## src/rtl/rtsb_pkg.sv

```systemverilog
// Package for the RGB565 threshold/scale bit-plane block.
// Holds plane geometry, field widths, operation codes and the structs shared
// between the mapping pipeline, the plane memory unit and the top level.
`timescale 1ns / 1ps

package rtsb_pkg;

    // Plane geometry.
    localparam int PLANE_W     = 232;
    localparam int PLANE_H     = 300;
    localparam int ROW_BYTES   = (PLANE_W + 7) / 8;
    localparam int PLANE_BYTES = ROW_BYTES * PLANE_H;
    localparam int ADDR_W      = $clog2(PLANE_BYTES);
    localparam int X_W         = $clog2(PLANE_W);
    localparam int Y_W         = $clog2(PLANE_H);

    // Field widths fixed by the interface.
    localparam int FUNC_W    = 2;
    localparam int PIXEL_W   = 16;
    localparam int COORD_IN_W = 16;
    localparam int BYTE_IDX_W = 14;
    localparam int SCALE_W   = 24;
    localparam int OFFX_W    = 9;
    localparam int OFFY_W    = 10;
    localparam int THR_W     = 8;
    localparam int CFG_IDX_W = 2;
    localparam int CFG_DATA_W = 24;

    // Scaling arithmetic: 16 x 24 bit product, Q16 rounding, signed result.
    localparam int PROD_W  = COORD_IN_W + SCALE_W;
    localparam int SCALED_W = PROD_W - 16;
    localparam int COORD_W = SCALED_W + 2;
    localparam logic [PROD_W-1:0] ROUND_HALF = PROD_W'(32'h0000_8000);

    // Luma weights; the weighted sum is compared against threshold * 1000.
    localparam int LUMA_SUM_W = 18;
    localparam logic [LUMA_SUM_W-1:0] LUMA_R   = LUMA_SUM_W'(299);
    localparam logic [LUMA_SUM_W-1:0] LUMA_G   = LUMA_SUM_W'(587);
    localparam logic [LUMA_SUM_W-1:0] LUMA_B   = LUMA_SUM_W'(114);
    localparam logic [LUMA_SUM_W-1:0] LUMA_DIV = LUMA_SUM_W'(1000);

    // Operation codes carried in tuser.
    typedef logic [FUNC_W-1:0] t_func;
    localparam t_func FUNC_WRITE = 2'd0;
    localparam t_func FUNC_READ  = 2'd1;
    localparam t_func FUNC_CLEAR = 2'd2;

    // Configuration register indexes.
    typedef logic [CFG_IDX_W-1:0] t_cfg_idx;
    localparam t_cfg_idx CFG_SCALE     = 2'd0;
    localparam t_cfg_idx CFG_OFFSET_X  = 2'd1;
    localparam t_cfg_idx CFG_OFFSET_Y  = 2'd2;
    localparam t_cfg_idx CFG_THRESHOLD = 2'd3;

    localparam logic [SCALE_W-1:0] SCALE_RESET     = 24'd65536;
    localparam logic [THR_W-1:0]   THRESHOLD_RESET = 8'd140;

    typedef struct packed {
        logic [SCALE_W-1:0] scale_q16;
        logic [OFFX_W-1:0]  offset_x;
        logic [OFFY_W-1:0]  offset_y;
        logic [THR_W-1:0]   black_threshold;
    } t_cfg;

    typedef struct packed {
        t_func                  func;
        logic [PIXEL_W-1:0]     pixel;
        logic [COORD_IN_W-1:0]  src_x;
        logic [COORD_IN_W-1:0]  src_y;
        logic [BYTE_IDX_W-1:0]  byte_index;
    } t_item;

    // One plane access: new byte = (old & keep) | setb when we is set.
    typedef struct packed {
        logic              we;
        logic              ret;
        logic [ADDR_W-1:0] addr;
        logic [7:0]        keep;
        logic [7:0]        setb;
        logic              in_window;
        logic              is_black;
    } t_op;

    typedef struct packed {
        logic [7:0] read_byte;
        logic       in_window;
        logic       is_black;
    } t_res;

endpackage

```

## src/rtl/rtsb_map.sv

```systemverilog
// Mapping pipeline: luma threshold, coordinate scaling, clipping and plane
// address generation, in three registered stages. Depends on rtsb_pkg.
`timescale 1ns / 1ps

module rtsb_map (
    input  logic            i_clk,
    input  logic            i_rst_n,
    input  rtsb_pkg::t_cfg  i_cfg,
    input  logic            i_valid,
    output logic            o_ready,
    input  rtsb_pkg::t_item i_item,
    output logic            o_op_valid,
    input  logic            i_op_ready,
    output rtsb_pkg::t_op   o_op
);
    import rtsb_pkg::*;

    // Stage 1: products.
    logic                  r1_v;
    t_func                 r1_func;
    logic [BYTE_IDX_W-1:0] r1_bi;
    logic [PROD_W-1:0]     r1_px, r1_py;
    logic [LUMA_SUM_W-1:0] r1_luma;

    // Stage 2: scaled and clipped coordinates.
    logic                  r2_v;
    t_func                 r2_func;
    logic [BYTE_IDX_W-1:0] r2_bi;
    logic                  r2_bi_ok;
    logic                  r2_win;
    logic                  r2_blk;
    logic [X_W-1:0]        r2_x;
    logic [Y_W-1:0]        r2_y;

    // Stage 3: plane operation.
    logic r3_v;
    t_op  r3_op;

    logic rdy1, rdy2, rdy3;

    logic [7:0]            n1_r, n1_g, n1_b;
    logic [LUMA_SUM_W-1:0] n1_luma;
    logic [PROD_W-1:0]     n2_rx, n2_ry;
    logic signed [COORD_W-1:0] n2_dx, n2_dy;
    logic [LUMA_SUM_W-1:0] n2_thr;
    logic [7:0]            n3_mask;
    logic [ADDR_W-1:0]     n3_pix_addr;
    t_op                   n3_op;

    assign rdy3    = !r3_v || i_op_ready;
    assign rdy2    = !r2_v || rdy3;
    assign rdy1    = !r1_v || rdy2;
    assign o_ready = rdy1;

    always_comb begin
        n1_r = {i_item.pixel[15:11], 3'b000};
        n1_g = {i_item.pixel[10:5], 2'b00};
        n1_b = {i_item.pixel[4:0], 3'b000};
        n1_luma = LUMA_SUM_W'(n1_r) * LUMA_R + LUMA_SUM_W'(n1_g) * LUMA_G
                + LUMA_SUM_W'(n1_b) * LUMA_B;
    end

    always_comb begin
        n2_rx  = r1_px + ROUND_HALF;
        n2_ry  = r1_py + ROUND_HALF;
        n2_dx  = $signed({2'b00, n2_rx[PROD_W-1:16]})
               + $signed({{(COORD_W-OFFX_W){i_cfg.offset_x[OFFX_W-1]}}, i_cfg.offset_x});
        n2_dy  = $signed({2'b00, n2_ry[PROD_W-1:16]})
               + $signed({{(COORD_W-OFFY_W){i_cfg.offset_y[OFFY_W-1]}}, i_cfg.offset_y});
        n2_thr = LUMA_SUM_W'(i_cfg.black_threshold) * LUMA_DIV;
    end

    always_comb begin
        n3_mask     = 8'h80 >> r2_x[2:0];
        n3_pix_addr = ADDR_W'(r2_y) * ADDR_W'(ROW_BYTES) + ADDR_W'(r2_x >> 3);
        n3_op       = '0;
        unique case (r2_func)
            FUNC_WRITE: begin
                n3_op.we        = r2_win;
                n3_op.addr      = r2_win ? n3_pix_addr : '0;
                n3_op.keep      = ~n3_mask;
                n3_op.setb      = r2_blk ? n3_mask : 8'h00;
                n3_op.in_window = r2_win;
                n3_op.is_black  = r2_blk;
            end
            FUNC_READ: begin
                n3_op.ret  = r2_bi_ok;
                n3_op.addr = r2_bi_ok ? ADDR_W'(r2_bi) : '0;
            end
            FUNC_CLEAR: begin
                n3_op.we   = r2_bi_ok;
                n3_op.addr = r2_bi_ok ? ADDR_W'(r2_bi) : '0;
            end
            default: begin
                n3_op = '0;
            end
        endcase
    end

    always_ff @(posedge i_clk) begin
        if (!i_rst_n) begin
            r1_v <= 1'b0;
            r2_v <= 1'b0;
            r3_v <= 1'b0;
        end else begin
            if (rdy1) r1_v <= i_valid;
            if (rdy2) r2_v <= r1_v;
            if (rdy3) r3_v <= r2_v;
        end
    end

    always_ff @(posedge i_clk) begin
        if (rdy1) begin
            r1_func <= i_item.func;
            r1_bi   <= i_item.byte_index;
            r1_px   <= PROD_W'(i_item.src_x) * PROD_W'(i_cfg.scale_q16);
            r1_py   <= PROD_W'(i_item.src_y) * PROD_W'(i_cfg.scale_q16);
            r1_luma <= n1_luma;
        end
        if (rdy2) begin
            r2_func  <= r1_func;
            r2_bi    <= r1_bi;
            r2_bi_ok <= (32'(r1_bi) < 32'(PLANE_BYTES));
            r2_win   <= !n2_dx[COORD_W-1] && !n2_dy[COORD_W-1]
                        && (n2_dx < COORD_W'(PLANE_W)) && (n2_dy < COORD_W'(PLANE_H));
            r2_blk   <= (r1_luma < n2_thr);
            r2_x     <= n2_dx[X_W-1:0];
            r2_y     <= n2_dy[Y_W-1:0];
        end
        if (rdy3) begin
            r3_op <= n3_op;
        end
    end

    assign o_op_valid = r3_v;
    assign o_op       = r3_op;

endmodule

```

## config.mk

```make
export PLATFORM = sky130hd
export DESIGN_NAME = rtsb_map
export DESIGN_NICKNAME = d
export VERILOG_FILES = /design/src/rtl/rtsb_pkg.sv /design/src/rtl/rtsb_map.sv
export SDC_FILE = /design/constraint.sdc
export NUM_CORES = 2
export LEC_CHECK = 0
export BUFFER_PORTS_ARGS = -buffer_cell sky130_fd_sc_hd__buf_2
export CORE_MARGIN = 5
export CORE_UTILIZATION = 53
export CTS_BUF_LIST = sky130_fd_sc_hd__clkbuf_8
export DETAILED_ROUTE_END_ITERATION = 8
export GPL_TIMING_DRIVEN = 0
export PLACE_DENSITY = 0.77
export SETUP_SLACK_MARGIN = 0.1
export SYNTH_ARGS = -nofsm -noshare
export SYNTH_HDL_FRONTEND = slang
export SYNTH_SLANG_ARGS = --single-unit
```

## constraint.sdc

```tcl
create_clock -name i_clk -period 5.6 [get_ports i_clk]
set_clock_uncertainty 0.15 [all_clocks]
set_input_delay 0 -clock i_clk [delete_from_list [all_inputs] [get_ports i_clk]]
set_output_delay 0 -clock i_clk [all_outputs]
set_load 0.02 [all_outputs]
```

==> run summary <==
Yosys reg bits: 154
critical path required time: 5.69 ns
Core ar.: 69900 um2
Hold Crit Class: in2reg
final hold viol count: 0
Ys Warns: 0
leading area contributor after synthesis: fa_1
failing checks: setup timing
num rows: 97
layout net count: 5618
pre-CTS setup slack: -1.86 ns
WP buf/inv: 9
Async S/R FF share, synth: 0%
crit start category: primary input
HP Start: i_cfg[22]
H-tree Lvls: 4
cts bufs inserted: 17
Seq/Total Area, Yosys: 12.3%
GP Congestion: 0.991
Ports: 155
Synth Instances: 4000
Yosys top cell area share: 36.3%
Avg Inst Size Synth: 9.31 um2
max incr delay on CP: 0.56 ns
Net Count, Synth: 5242
CTS tree: built
CTS Buffer Depth: 2
WL final: 113 mm
Worst path top cell family by delay: adder cells
worst setup margin: -0.685 ns
Crit Path Max Fanout: 5
cells on worst reg2reg path: 18
Clock Latency Late Sink: 0.48 ns
die area: 75700 um2
routed len/inst: 21.1 um
fin crit period: 6.28 ns
Adder-Cell Fraction of Synth Area: 51.4%
Top cell by count, worst path: fa_1
Sinks on Clock Net: 154
initial antenna violation count: 12
Worst R2R Start: r1_py[17]
drt drc: 0
Fmax achieved: 0.159 GHz
nature of the critical path endpoint: flip-flop
Initial Util: 53.3%
Syn Std Cell Area: 37200 um2
layout cells sized above 1: 16.7%
worst slew pin tran: 1.17 ns
Setup CP Type: in2reg
Rel. slew slack: 21.9%
GRT Overall Usage: 29.0%
largest family of logic cells by synthesized area: adder cells
Finished Core Util: 64.6%
CP max-delay cell: fa_1
reg2reg end: r2_win
status: finished with violations
dpl hpwl: 84.2 mm
hold endpoint: r2_x[4]
vias in the first global route: 31700
Max-Cap Viols: 0
Die W: 275 um
first-pass GRT wire length: 170 mm
r2r setup slk: 0.55 ns
CTS clock-pin slew for the worst setup and hold paths: 0.08 ns
DRT antenna net count: 0
count of buffers from port buffering: 154
clock root cell: clkbuf_8
Overflow after GRT: 0
vias per inst: 5.72
final period utilization: 112%
synth-to-layout area growth: 21.3%
Synth Area in Simple Gates: 15.6%
final setup violation count: 34
post-synthesis xor/xnor area fraction: 3.93%
critical path data arrival time: 6.37 ns
Area contributors post-synth: fa_1, ha_1, edfxtp_1
post-synthesis compound-gate area fraction: 6.86%
Primary FF master, synth: edfxtp_1
Die Span Y: 275 um
DR vias: 30500
mux cell area share after synthesis: 0.138%
DRT iter0 DRCs: 2429
Post-synth EDFFs: 151
largest net degree at the start of global routing: 51
Initial DRT Pass Iterations: 8
RSZ-0062 raised after global routing: true
hold depth: 3
Slew Limit Fails: 0
count of different cell masters after synthesis: 75
kinds of logic (layout without fill, tap and decap cells):
group	Yosys count	after routing
AO/OA/AOI/OAI	383	383
XOR/XNOR	167	167
buffers and inverters	969	1357
multiplexers	5	5
AND/OR/NAND/NOR	1199	1199
adder cells (fa/ha/maj)	1123	1123
other	0	6
flip-flops	154	154
worst register-to-register path, cell delays in order, from the launching register on:
cell	delay, ns
edfxtp_1	0.41
and3_1	0.19
and2_1	0.17
nand4_1	0.29
nor3_1	0.40
nand4_1	0.16
xnor2_1	0.23
ha_1	0.27
clkbuf_1	0.22
a21oi_1	0.30
nor3_1	0.10
a2111o_1	0.35
nor4_1	0.45
nand4_1	0.16
nor3_1	0.22
nand4_2	0.15
nor4_1	0.28
nand4_1	0.16
nor4_2	0.19
synthesized netlist by cell type, types with 8 or more instances:
cell type	n
clkbuf_1	150
xor2_1	57
a21boi_0	10
ha_1	447
nor4_1	8
and2_1	324
inv_1	819
a31oi_1	13
nand4_1	16
o21bai_1	15
xnor2_1	110
o21ai_1	10
nand2_1	529
edfxtp_1	151
a22oi_1	14
a21o_1	39
o2111ai_1	8
nor2b_1	22
o21a_1	23
o21ai_0	65
fa_1	676
nor2_1	130
a21oi_1	99
a211oi_1	13
or3_1	10
nand3_1	45
and3_1	23
nor3_1	34
nand2b_1	28
placed cells by master, fill, tap and decap left out, drive strengths merged, types with 110 or more instances in the layout:
cell / instances
xnor2: 110
ha: 447
and2: 324
inv: 828
edfxtp: 151
buf: 338
fa: 676
clkbuf: 150
nand2: 529
nor2: 130
what timing repair did:
item | 4_1_cts | 5_1_grt
setup endpoints to repair | 43 | 44
hold buffers | 36 | 0
resized for setup | 460 | 199
buffers inserted | 123 | 48
hold endpoints to repair | 34 | 0
pin swaps | 83 | 121
gates cloned | 1 | 1
state kept, by name, indices dropped and copies added (netlist names):
name,cells
r2_func,2
r2_bi_ok,1
r2_y,9
r1_luma,15
r1_v,1
r1_px,25
r2_v,1
r1_func,2
o_op_valid,1
r2_x,8
r2_blk,1
r2_bi,14
r2_win,1
o_op,34
r1_py,25
r1_bi,14
how the worst max path moves through the flow:
| stage | from | endpoint | depth (start not counted) |
|---|---|---|---|
| global placement | i_cfg[37] | r1_py[38] | 24 |
| floorplan | i_cfg[34] | r1_py[38] | 23 |
| detailed placement | i_cfg[37] | r1_py[38] | 24 |
| finish | i_cfg[38] | r1_px[36] | 26 |
| CTS | i_cfg[30] | r1_py[38] | 25 |
| global route | i_cfg[38] | r1_px[39] | 25 |
area by class of cell:
type	instances	area [um2]
well taps	940	1180
plain buffers	150	2410
diodes	6	15.0
flip-flops and latches	154	4590
fillers	5207	24700
clock inverters	14	151
repair buffers	357	3030
multi-input cells	2877	30500
inverters	819	3070
clock buffers	17	234
per-layer routing:
layer  routed length, um  up-vias  global-route usage, %
met5                  53        -                      0
met4                7980        8                   15.9
met3               12900      584                   6.99
met2               52300     1701                   47.4
met1               39400    15000                   35.6
li1                    -    13200                      -
metrics by stage:
step / area (um2) / hold WS, ns / cells / setup TNS [ns]
global placement: 40000 / 0.0277 / 5094 / -46.92
finish: 45200 / 0.0635 / 5334 / -10.13
CTS: 44100 / 0.0477 / 5284 / -4.62
floorplan: 38100 / -0.0511 / 4000 / -0.362
detailed placement: 40000 / 0.0293 / 5095 / -49.59
global route: 45200 / 0.0535 / 5329 / -13.91
Power is not shown: default switching activity piles up to over one toggle a cycle in this logic, so the estimate is an artifact.
